--- src/design/tprav_pkg.sv ---
// Package for the tachometer period-to-rate averager.
// Holds the shared widths, constants, queue item type and back-end state type.
// No dependencies.
`timescale 1ns / 1ps
`default_nettype none

package tprav_pkg;

   localparam int CAPTURE_W = 16;
   localparam int RATE_W    = 24;
   localparam int TICK_W    = 32;
   localparam int CSR_ADDR_W = 3;
   localparam int CSR_DATA_W = 32;

   localparam logic [RATE_W-1:0] RATE_MAX        = 24'hFF_FFFF;
   localparam logic [TICK_W-1:0] TICK_RATE_RESET = 32'd10_000_000;

   // Register index, taken from paddr above the byte offset
   localparam logic CSR_INDEX_TICK_RATE = 1'b0;

   // Depth of the queue between front and back
   localparam int QUEUE_DEPTH = 2;

   typedef struct packed {
      logic [CAPTURE_W-1:0] period;
      logic                 zero_period;
   } front_item_type;

   typedef enum logic [1:0] {
      BACK_IDLE,
      BACK_DIVIDE,
      BACK_WRITE
   } back_state_type;

endpackage : tprav_pkg

`default_nettype wire

--- src/design/tach_period_to_rate_averager_core.sv ---
// Tachometer period-to-rate averager, top level.
// Each capture passes through the queue, the 32-step divider (skipped for a zero period)
// and the write state into the output register. The back end divides one item at a time
// while a two-entry queue takes further captures. Reset (synchronous, active high):
// tick_rate_q8 = 10000000, capture, history and sum zeroed, queue and output emptied.
`timescale 1ns / 1ps
`default_nettype none

module tach_period_to_rate_averager_core #(
   parameter int HISTORY_DEPTH = 8
) (
   input  wire logic                             clock,
   input  wire logic                             reset,
   input  wire logic                             push,
   output logic                                  full,
   input  wire logic [tprav_pkg::CAPTURE_W-1:0]  req_capture_time,
   output logic                                  empty,
   input  wire logic                             pop,
   output logic [tprav_pkg::RATE_W-1:0]          rsp_rate_q8,
   output logic [tprav_pkg::RATE_W-1:0]          rsp_average_rate_q8,
   output logic                                  rsp_zero_period,
   input  wire logic                             psel,
   input  wire logic                             penable,
   input  wire logic                             pwrite,
   input  wire logic [tprav_pkg::CSR_ADDR_W-1:0] paddr,
   input  wire logic [tprav_pkg::CSR_DATA_W-1:0] pwdata,
   output logic [tprav_pkg::CSR_DATA_W-1:0]      prdata,
   output logic                                  pready
);
   import tprav_pkg::*;

   logic              tick_sel;
   logic              csr_write;
   logic [TICK_W-1:0] tick_rate_ff;
   logic [TICK_W-1:0] tick_rate_in;
   logic              queue_write;
   logic              queue_read;
   logic              queue_full;
   logic              queue_empty;
   front_item_type    front_item;
   front_item_type    back_item;

   // Configuration register, decoded by word index
   assign pready    = 1'b1;
   assign tick_sel  = (paddr[CSR_ADDR_W-1] == CSR_INDEX_TICK_RATE);
   assign csr_write = psel && penable && pwrite && pready;
   assign tick_rate_in = (csr_write && tick_sel) ? pwdata : tick_rate_ff;
   assign prdata    = tick_sel ? tick_rate_ff : '0;

   always_ff @(posedge clock) begin
      if (reset) begin
         tick_rate_ff <= TICK_RATE_RESET;
      end else begin
         tick_rate_ff <= tick_rate_in;
      end
   end

   assign full = queue_full;

   tprav_front u_front (
      .clock            (clock),
      .reset            (reset),
      .push             (push),
      .req_capture_time (req_capture_time),
      .queue_full       (queue_full),
      .queue_write      (queue_write),
      .queue_item       (front_item)
   );

   tprav_queue u_queue (
      .clock      (clock),
      .reset      (reset),
      .write_en   (queue_write),
      .write_item (front_item),
      .read_en    (queue_read),
      .read_item  (back_item),
      .full       (queue_full),
      .empty      (queue_empty)
   );

   tprav_back #(
      .HISTORY_DEPTH (HISTORY_DEPTH)
   ) u_back (
      .clock               (clock),
      .reset               (reset),
      .tick_rate_q8        (tick_rate_ff),
      .queue_item          (back_item),
      .queue_empty         (queue_empty),
      .queue_read          (queue_read),
      .pop                 (pop),
      .empty               (empty),
      .rsp_rate_q8         (rsp_rate_q8),
      .rsp_average_rate_q8 (rsp_average_rate_q8),
      .rsp_zero_period     (rsp_zero_period)
   );

endmodule : tach_period_to_rate_averager_core

`default_nettype wire

--- src/design/tprav_front.sv ---
// Front end: accepts capture timestamps, forms the period and flags a zero period.
// Depends on tprav_pkg.
`timescale 1ns / 1ps
`default_nettype none

module tprav_front (
   input  wire logic                           clock,
   input  wire logic                           reset,
   input  wire logic                           push,
   input  wire logic [tprav_pkg::CAPTURE_W-1:0] req_capture_time,
   input  wire logic                           queue_full,
   output logic                                queue_write,
   output tprav_pkg::front_item_type           queue_item
);
   import tprav_pkg::*;

   logic [CAPTURE_W-1:0] last_capture_ff;
   logic [CAPTURE_W-1:0] last_capture_in;
   logic [CAPTURE_W-1:0] period;

   // Take a transfer whenever the queue has room
   assign queue_write = push && !queue_full;

   // Period modulo 2^16 against the previous timestamp
   assign period = req_capture_time - last_capture_ff;

   always_comb begin
      queue_item.period      = period;
      queue_item.zero_period = (period == '0);
   end

   assign last_capture_in = queue_write ? req_capture_time : last_capture_ff;

   always_ff @(posedge clock) begin
      if (reset) begin
         last_capture_ff <= '0;
      end else begin
         last_capture_ff <= last_capture_in;
      end
   end

endmodule : tprav_front

`default_nettype wire

--- src/design/tprav_queue.sv ---
// Short queue that decouples the front end from the back end.
// Depends on tprav_pkg.
`timescale 1ns / 1ps
`default_nettype none

module tprav_queue (
   input  wire logic                      clock,
   input  wire logic                      reset,
   input  wire logic                      write_en,
   input  wire tprav_pkg::front_item_type write_item,
   input  wire logic                      read_en,
   output tprav_pkg::front_item_type      read_item,
   output logic                           full,
   output logic                           empty
);
   import tprav_pkg::*;

   localparam int PTR_W   = (QUEUE_DEPTH > 1) ? $clog2(QUEUE_DEPTH) : 1;
   localparam int COUNT_W = $clog2(QUEUE_DEPTH + 1);

   front_item_type     entry_ff [QUEUE_DEPTH];
   logic [PTR_W-1:0]   wr_ptr_ff;
   logic [PTR_W-1:0]   wr_ptr_in;
   logic [PTR_W-1:0]   rd_ptr_ff;
   logic [PTR_W-1:0]   rd_ptr_in;
   logic [COUNT_W-1:0] count_ff;
   logic [COUNT_W-1:0] count_in;
   logic               do_write;
   logic               do_read;

   assign full      = (count_ff == COUNT_W'(QUEUE_DEPTH));
   assign empty     = (count_ff == '0);
   assign do_write  = write_en && !full;
   assign do_read   = read_en && !empty;
   assign read_item = entry_ff[rd_ptr_ff];

   // Advance pointers with wrap at the queue depth
   always_comb begin
      wr_ptr_in = wr_ptr_ff;
      rd_ptr_in = rd_ptr_ff;
      count_in  = count_ff;
      if (do_write) begin
         wr_ptr_in = (wr_ptr_ff == PTR_W'(QUEUE_DEPTH - 1)) ? '0 : wr_ptr_ff + 1'b1;
      end
      if (do_read) begin
         rd_ptr_in = (rd_ptr_ff == PTR_W'(QUEUE_DEPTH - 1)) ? '0 : rd_ptr_ff + 1'b1;
      end
      if (do_write && !do_read) begin
         count_in = count_ff + 1'b1;
      end else if (do_read && !do_write) begin
         count_in = count_ff - 1'b1;
      end
   end

   always_ff @(posedge clock) begin
      if (reset) begin
         wr_ptr_ff <= '0;
         rd_ptr_ff <= '0;
         count_ff  <= '0;
      end else begin
         wr_ptr_ff <= wr_ptr_in;
         rd_ptr_ff <= rd_ptr_in;
         count_ff  <= count_in;
      end
   end

   // Store payload, no reset needed
   always_ff @(posedge clock) begin
      if (do_write) begin
         entry_ff[wr_ptr_ff] <= write_item;
      end
   end

endmodule : tprav_queue

`default_nettype wire

--- src/design/tprav_divider.sv ---
// Restoring divider, 32-bit dividend by 16-bit non-zero divisor, one bit a cycle.
// Depends on tprav_pkg.
`timescale 1ns / 1ps
`default_nettype none

module tprav_divider (
   input  wire logic                            clock,
   input  wire logic                            reset,
   input  wire logic                            start,
   input  wire logic [tprav_pkg::TICK_W-1:0]    dividend,
   input  wire logic [tprav_pkg::CAPTURE_W-1:0] divisor,
   output logic                                 done,
   output logic [tprav_pkg::TICK_W-1:0]         quotient
);
   import tprav_pkg::*;

   localparam int STEP_W = $clog2(TICK_W);

   logic [TICK_W-1:0]    quot_ff;
   logic [TICK_W-1:0]    quot_in;
   logic [CAPTURE_W-1:0] rem_ff;
   logic [CAPTURE_W-1:0] rem_in;
   logic [CAPTURE_W-1:0] divisor_ff;
   logic [STEP_W-1:0]    step_ff;
   logic                 busy_ff;
   logic                 done_ff;
   logic [CAPTURE_W:0]   trial;
   logic [CAPTURE_W:0]   diff;
   logic                 fits;

   // Shift next dividend bit into the partial remainder and try the subtract
   assign trial = {rem_ff, quot_ff[TICK_W-1]};
   assign diff  = trial - {1'b0, divisor_ff};
   assign fits  = (trial >= {1'b0, divisor_ff});

   always_comb begin
      rem_in  = fits ? diff[CAPTURE_W-1:0] : trial[CAPTURE_W-1:0];
      quot_in = {quot_ff[TICK_W-2:0], fits};
   end

   assign done     = done_ff;
   assign quotient = quot_ff;

   always_ff @(posedge clock) begin
      if (reset) begin
         busy_ff <= 1'b0;
         done_ff <= 1'b0;
         step_ff <= '0;
      end else begin
         done_ff <= 1'b0;
         if (start) begin
            busy_ff <= 1'b1;
            step_ff <= '0;
         end else if (busy_ff) begin
            step_ff <= step_ff + 1'b1;
            if (step_ff == STEP_W'(TICK_W - 1)) begin
               busy_ff <= 1'b0;
               done_ff <= 1'b1;
            end
         end
      end
   end

   // Datapath registers, loaded on start and stepped while busy
   always_ff @(posedge clock) begin
      if (start) begin
         quot_ff    <= dividend;
         rem_ff     <= '0;
         divisor_ff <= divisor;
      end else if (busy_ff) begin
         quot_ff <= quot_in;
         rem_ff  <= rem_in;
      end
   end

endmodule : tprav_divider

`default_nettype wire

--- src/design/tprav_back.sv ---
// Back end: divides, saturates, updates the rate history and running sum,
// and holds the result in an output register. Depends on tprav_pkg, tprav_divider.
`timescale 1ns / 1ps
`default_nettype none

module tprav_back #(
   parameter int HISTORY_DEPTH = 8
) (
   input  wire logic                         clock,
   input  wire logic                         reset,
   input  wire logic [tprav_pkg::TICK_W-1:0] tick_rate_q8,
   input  wire tprav_pkg::front_item_type    queue_item,
   input  wire logic                         queue_empty,
   output logic                              queue_read,
   input  wire logic                         pop,
   output logic                              empty,
   output logic [tprav_pkg::RATE_W-1:0]      rsp_rate_q8,
   output logic [tprav_pkg::RATE_W-1:0]      rsp_average_rate_q8,
   output logic                              rsp_zero_period
);
   import tprav_pkg::*;

   localparam int SHIFT_W = $clog2(HISTORY_DEPTH);
   localparam int SUM_W   = RATE_W + SHIFT_W;

   back_state_type    state_ff;
   back_state_type    state_in;
   logic [RATE_W-1:0] rate_ff;
   logic [RATE_W-1:0] rate_in;
   logic              zero_ff;
   logic [RATE_W-1:0] hist_ff [HISTORY_DEPTH];
   logic [SUM_W-1:0]  sum_ff;
   logic [SUM_W-1:0]  sum_in;
   logic              out_valid_ff;
   logic              slot_free;
   logic              div_start;
   logic              div_done;
   logic              commit;
   logic [TICK_W-1:0] div_quotient;

   tprav_divider u_divider (
      .clock    (clock),
      .reset    (reset),
      .start    (div_start),
      .dividend (tick_rate_q8),
      .divisor  (queue_item.period),
      .done     (div_done),
      .quotient (div_quotient)
   );

   assign slot_free = !out_valid_ff || pop;

   // Next state
   always_comb begin
      state_in = state_ff;
      case (state_ff)
         BACK_IDLE: begin
            if (!queue_empty) begin
               state_in = queue_item.zero_period ? BACK_WRITE : BACK_DIVIDE;
            end
         end
         BACK_DIVIDE: begin
            if (div_done) begin
               state_in = BACK_WRITE;
            end
         end
         BACK_WRITE: begin
            if (slot_free) begin
               state_in = BACK_IDLE;
            end
         end
         default: state_in = BACK_IDLE;
      endcase
   end

   // State outputs
   always_comb begin
      queue_read = 1'b0;
      div_start  = 1'b0;
      commit     = 1'b0;
      case (state_ff)
         BACK_IDLE: begin
            queue_read = !queue_empty;
            div_start  = !queue_empty && !queue_item.zero_period;
         end
         BACK_DIVIDE: begin
         end
         BACK_WRITE: begin
            commit = slot_free;
         end
         default: begin
         end
      endcase
   end

   // Saturate the quotient, or force the maximum on a zero period
   always_comb begin
      rate_in = rate_ff;
      if (queue_read && queue_item.zero_period) begin
         rate_in = RATE_MAX;
      end else if (state_ff == BACK_DIVIDE && div_done) begin
         rate_in = (div_quotient[TICK_W-1:RATE_W] != '0) ? RATE_MAX
                                                          : div_quotient[RATE_W-1:0];
      end
   end

   // Drop the oldest entry from the sum and add the newest
   assign sum_in = sum_ff - SUM_W'(hist_ff[HISTORY_DEPTH-1]) + SUM_W'(rate_ff);

   always_ff @(posedge clock) begin
      if (reset) begin
         state_ff     <= BACK_IDLE;
         out_valid_ff <= 1'b0;
         sum_ff       <= '0;
         for (int i = 0; i < HISTORY_DEPTH; i++) begin
            hist_ff[i] <= '0;
         end
      end else begin
         state_ff <= state_in;
         if (commit) begin
            out_valid_ff <= 1'b1;
            sum_ff       <= sum_in;
            hist_ff[0]   <= rate_ff;
            for (int i = 1; i < HISTORY_DEPTH; i++) begin
               hist_ff[i] <= hist_ff[i-1];
            end
         end else if (pop) begin
            out_valid_ff <= 1'b0;
         end
      end
   end

   // Working and output payload registers
   always_ff @(posedge clock) begin
      rate_ff <= rate_in;
      if (queue_read) begin
         zero_ff <= queue_item.zero_period;
      end
      if (commit) begin
         rsp_rate_q8         <= rate_ff;
         rsp_average_rate_q8 <= sum_in[SHIFT_W +: RATE_W];
         rsp_zero_period     <= zero_ff;
      end
   end

   assign empty = !out_valid_ff;

endmodule : tprav_back

`default_nettype wire

--- config.mk ---
export PLATFORM = sky130hd
export DESIGN_NAME = tach_period_to_rate_averager_core
export DESIGN_NICKNAME = d
export VERILOG_FILES = /design/src/design/tprav_pkg.sv /design/src/design/tach_period_to_rate_averager_core.sv /design/src/design/tprav_front.sv /design/src/design/tprav_queue.sv /design/src/design/tprav_divider.sv /design/src/design/tprav_back.sv
export SDC_FILE = /design/constraint.sdc
export NUM_CORES = 1
export LEC_CHECK = 0
export BUFFER_PORTS_ARGS = -buffer_cell sky130_fd_sc_hd__buf_2
export CORE_MARGIN = 1.5
export CORE_UTILIZATION = 50
export DETAILED_ROUTE_END_ITERATION = 16
export PLACE_DENSITY = 0.68
export SETUP_SLACK_MARGIN = 0.4
export SLEW_MARGIN = 10
export SYNTH_ARGS = -nofsm -noshare
export SYNTH_HDL_FRONTEND = slang
export SYNTH_SLANG_ARGS = --single-unit
export TNS_END_PERCENT = 20
--- constraint.sdc ---
create_clock -name clock -period 8.2 [get_ports clock]
set_input_delay 1.64 -clock clock [delete_from_list [all_inputs] [get_ports clock]]
set_output_delay 1.64 -clock clock [all_outputs]
set_load 0.05 [all_outputs]
# Yosys cells after proc, flatten, opt, wreduce, memory -nomap -nowiden
# Memory sizes are Yosys's and may differ from the RTL's. A register that Yosys moved wholly into a read port is not among the register bits.
# Index checks and enable logic that the tools add are counted.
# word_totals
register_bits	227
latch_bits	0
rom_bits	0
mem_bits_rw	226
out_inout_bits	84
memories	2
input_bits	58
# mem_list
name	words	width	read_ports	rd_clocked_by_memory_dff	write_ports	line_no	rtl
u_back.hist_ff	8	24	8	0	8	tprav_back.sv:31	logic [RATE_W-1:0] hist_ff [HISTORY_DEPTH];
u_queue.entry_ff	2	17	1	1	1	tprav_queue.sv:21	front_item_type entry_ff [QUEUE_DEPTH];
# classes
n_bitwise	10
order_cmp	1
div	0
n_eq_ne	7
multipliers	0
addsub	9
muxes	40
n_reduce_logical	28
n_shift	0
# ops
cell	n
24-bit two-way mux	9
32-bit two-way mux	3
16-bit subtractor	2
27-bit by 24-bit adder with 27-bit output	1
27-bit by 24-bit subtractor with 27-bit output	1
1-bit two-way mux	20
17-bit by 16-bit greater-or-equal comparator with 1-bit output	1
16-bit zero test	1
16-bit two-way mux	1
2-bit two-way mux	6
1-bit logical AND	11
1-bit OR	8
8-bit nonzero test	1
1-bit zero test	6
2-bit one-hot mux with 3 select lines	1
2-bit nonzero test	3
5-bit by 1-bit adder with 5-bit output (second input constant)	1
5-bit == test (second input constant)	1
2-bit == test (second input constant)	2
2-bit zero test	2
2-bit inequality test (second input constant)	2
3-bit AND reduction	1
3-bit OR reduction	1
1-bit adder (second input constant)	2
7 further kinds	8

# Longest topological paths before layout
# logic_depth
word_depth	8
mapped_depth	13
ltp_nobuf	13

# Modules after synthesis
# A second synthesis with hierarchy kept.
# unflattened
cells_unflattened	1811
area_unflattened_um2	21124.0
# modules_own_cells
mod	cells_each	area_per_inst_um2	instances
tprav_back	1032	12893.6	1
tprav_divider	337	3768.6	1
tach_period_to_rate_averager_core	177	1657.8	1
tprav_queue	78	1442.6	1
tprav_front	187	1361.3	1

# Worst setup path after synthesis
# No wires, ideal clock.
# synth_path
kind	in2reg
start	input port pop
end	memory u_back.hist_ff[0][0] (enable)
setup_slack_ns	1.806
t_arrival_ns	5.849
path_buffers	0
cell_stages	5
required_ns	7.655
cell_sequence	nand2b_1 > nand2_1 > inv_1 > nor2_1 > inv_1
# synth_rtl
element	line_no	rtl
start, declared	tach_period_to_rate_averager_core.sv:18	input wire logic pop,
end, declared	tprav_back.sv:31	

# Worst setup path after layout
# layout_path
start	input port paddr[2] (netlist name)
end	output port prdata[18] (netlist name)
# layout_via
elab_chain_cells	1
# layout_rtl
element	line_no	rtl
start, declared	tach_period_to_rate_averager_core.sv:25	input wire logic [tprav_pkg::CSR_ADDR_W-1:0] paddr,
32-bit two-way mux	tach_period_to_rate_averager_core.sv:48	assign prdata = tick_sel ? tick_rate_ff : '0;
end, declared	tach_period_to_rate_averager_core.sv:27	output logic [tprav_pkg::CSR_DATA_W-1:0] prdata,
# Every way passes these cells.

==> out/qor.yml <==
detailed_routing:
  routed_wl_um: 40300
  wire_per_inst_um: 16.2
  ant_nets: 0
  vias: 12934
  drc: 0
  first_pass_iters: 5
  routed_via_density: 5.22
  drtIter0Drc: 732
sta:
  slew-limit-headroom_pct: 28.8
  hold_viol_final: 0
  finalWorstSetupSlack_ns: 4.06
  period_needed_ns: 4.14
  worst_pin_slew_ns: 1.07
  final_max_slew_viol_count: 0
  clock_skew_ns: 0.0277
  rsz0062_at_grt: "no"
  setup_viol: 0
  finalCritPeriodShare_pct: 50.5
  setup-tns-final_ns: 0
  max_freq_mhz: 241
finish:
  area_growth_pct: 13.5
  diodes: 0
  layout-drive-gt1-share_pct: 13.0
  layout.nets: 2063
  finalNonFillerCells: 2480
  final_core_util_pct: 57.7
  fillers: 3329
worst_setup_path:
  crit_path_start_kind: "input pin"
  cp_cell_sequence: "buf_2, nor2b_1, buf_2"
  crit_type: "in2out"
  cp-end-kind: "output port"
  path_buf_inv: 2
  r2r_end: "u_back.rsp_average_rate_q8[21]"
  cp_data_required_time_ns: 6.56
  r2r_start: "u_back.rate_ff[1]"
  slowest_stage: "buf_2"
  path_delay_family: "buffers and inverters"
  critPathMaxFanout: 34
  rr_worst_depth: 12
  crit_arrival_ns: 2.50
  critPathMaxStageDelay_ns: 0.46
  cpMostUsedCell: "buf_2"
  r2r_setup_slack_ns: 4.25
synth:
  syn_area_mm2: 0.0203
  synth_cells: 1798
  synth_cell_type_count: 65
  synth_top_area_cell: "edfxtp_1"
  synth_edf_count: 324
  synth-xor-area-share_pct: 2.37
  ys_seq_elements: 454
  yosys.area_share.simple_pct: 16.3
  synth_top_family_by_area: "simple AND/OR/NAND/NOR gates"
  async_flop_share_pct: 0
  yosysTopAreaCellShare_pct: 47.9
  synthFlopType: "edfxtp_1"
  synth_fa_ha_area_share_pct: 6.33
  synth_nets: 1943
  yosysSeqAreaShare_pct: 60.8
  ys_top_cells_by_area: "edfxtp_1 (48%), dfxtp_1 (13%), nand2_1 (5.3%)"
  yosysWarnings: 0
  avgSynthCellArea_um2: 11.3
  synth_compound_area_share_pct: 8.33
  synthMuxAreaShare_pct: 1.59
run:
  maxCapViolations: 0
clock_network:
  clkLatencyLatePin_ns: 0.58
  cts_root_buf: "clkbuf_16"
  cts_tree: "done"
  h-tree-depth: 2
  hold_buffers: 0
  post_cts_resized: 0
  path_clk_slew_ns: 0.06
  cts_buffer_depth: 3
  postCtsSetupBuffers: 0
  clock_sinks: 454
  cts_made_buffers: 48
placed_design:
  hpwl_um: 27100
  placed_cells: 2393
  pre_cts_ws_ns: 3.49
  globalplace.congestion: 0.897
  port_buffers: 138
pwr:
  leakage_nw: 9.21
  p_total_mw: 7.69
  power_density_mw_per_mm2: 334
  vdd_drop_max_uv: 190
die:
  io_pins: 142
  die_area_mm2: 0.0418
  num_rows: 73
  fp.dieW_um: 204
  die_h_um: 204
  coreArea_mm2: 0.0399
  initial_core_util_pct: 50.8
grt:
  antenna_found_initial: 1
  grt_max_degree: 97
  grt_usage_pct: 19.7
  grt_pass1_vias: 12539
  overflow: 0
  grt_first_pass_wirelength_um: 65000
min_path:
  hold_end: "u_back.rsp_zero_period"
  hold_path_class: "reg2reg"
  min_delay_path_depth: 0
  holdCritStartpoint: "u_back.zero_ff"
outcome:
  status: "finished clean"
## area by class of cell
class | instances | area (um^2) | area share (%)
flip-flops and latches | 454 | 12300 | 53.5
clock inverters | 21 | 238 | 1.03
inverters | 150 | 568 | 2.47
repair buffers | 153 | 806 | 3.50
multi-input cells | 1111 | 7100 | 30.8
clock buffers | 66 | 1340 | 5.82
well taps | 525 | 657 | 2.85
## cells in the mapped netlist (12+ instances only)
master and n:
nor2_1 42, nand3_1 25, mux2_2 18, nand2_1 286, nor2b_1 90, dfxtp_1 130
a21o_1 16, inv_1 148, xnor2_1 33, and2_1 126, a21oi_1 109, mux2i_1 12
xor2_1 22, clkbuf_1 75, o22ai_1 24, ha_1 61, o21ai_0 36, fa_1 26
nor3_1 45, edfxtp_1 324
## worst reg2reg max path, stage by stage, from the launching register on
cell	delay, ns
dfxtp_1	0.41
inv_1	0.12
fa_1	0.52
inv_1	0.07
fa_1	0.48
a211oi_1	0.30
o21ai_1	0.13
a21oi_1	0.37
o21ai_1	0.19
a221oi_1	0.62
nor4_1	0.23
nor2_1	0.17
xnor2_1	0.08
## where the power goes
group	switching (mW)	internal [mW]
logic	1.45	0.828
clock network	0.877	1.30
registers	0.184	3.05
total	2.51	5.18
## metal layers
| layer | wire length [um] | vias up | global-route usage (%) |
|---|---|---|---|
| met4 | 1040 | 2 | 6.91 |
| met3 | 2060 | 57 | 3.62 |
| met2 | 18600 | 275 | 31.3 |
| met5 | 11 | - | 0 |
| li1 | - | 6427 | - |
| met1 | 18600 | 6173 | 27.3 |
## how the worst max path moves through the flow
stage | slack (ns) | from | cells after the start | to
finish | 4.06 | paddr[2] | 3 | prdata[18]
global route | 3.89 | pop | 7 | u_back.hist_ff[0][20]
CTS | 4.05 | paddr[2] | 3 | prdata[17]
detailed placement | 3.49 | pop | 7 | u_back.hist_ff[0][23]
global placement | 3.54 | pop | 7 | u_back.hist_ff[0][23]
floorplan | 1.81 | pop | 5 | u_back.hist_ff[0][0]
## stage by stage
stage	hold slack, ns	instance area [um^2]
after CTS	0.418	23000
final	0.417	23000
after floorplan	0.400	20300
after detailed placement	0.405	21500
after global placement	0.403	21500
after global routing	0.444	23000
## placed cells by master (no fill, tap or decap), types with 40 or more instances in the layout
cell type,count
nand2_1,285
clkbuf_16,50
and2_1,126
nor2b_1,90
inv_1,146
buf_2,137
nor2_1,40
a21oi_1,108
dfxtp_1,130
ha_1,61
edfxtp_1,324
nor3_1,45
## kinds of logic (layout without fill, tap and decap cells)
logic type	count (synthesis)	after routing
buf+inv	233	390
compound gates	271	271
simple gates	667	667
mux	30	30
other cells	1	1
xor+xnor	55	55
flops	454	454
fa+ha+maj	87	87
## sequential cells by signal, summed over array words and instances, names as in the netlist, 2 cells and up, named ones only
| name | cells |
|---|---|
| u_back.u_divider.quotient | 32 |
| u_back.hist_ff | 192 |
| u_back.state_ff | 2 |
| u_back.rsp_rate_q8 | 24 |
| u_back.u_divider.divisor_ff | 16 |
| u_queue.count_ff | 2 |
| u_back.sum_ff | 27 |
| tick_rate_ff | 32 |
| u_back.rsp_average_rate_q8 | 24 |
| u_back.rate_ff | 24 |
| u_back.u_divider.step_ff | 5 |
| u_front.last_capture_ff | 16 |
| u_back.u_divider.rem_ff | 16 |
| u_queue.entry_ff | 34 |
Power figures use the tool's default switching activity.
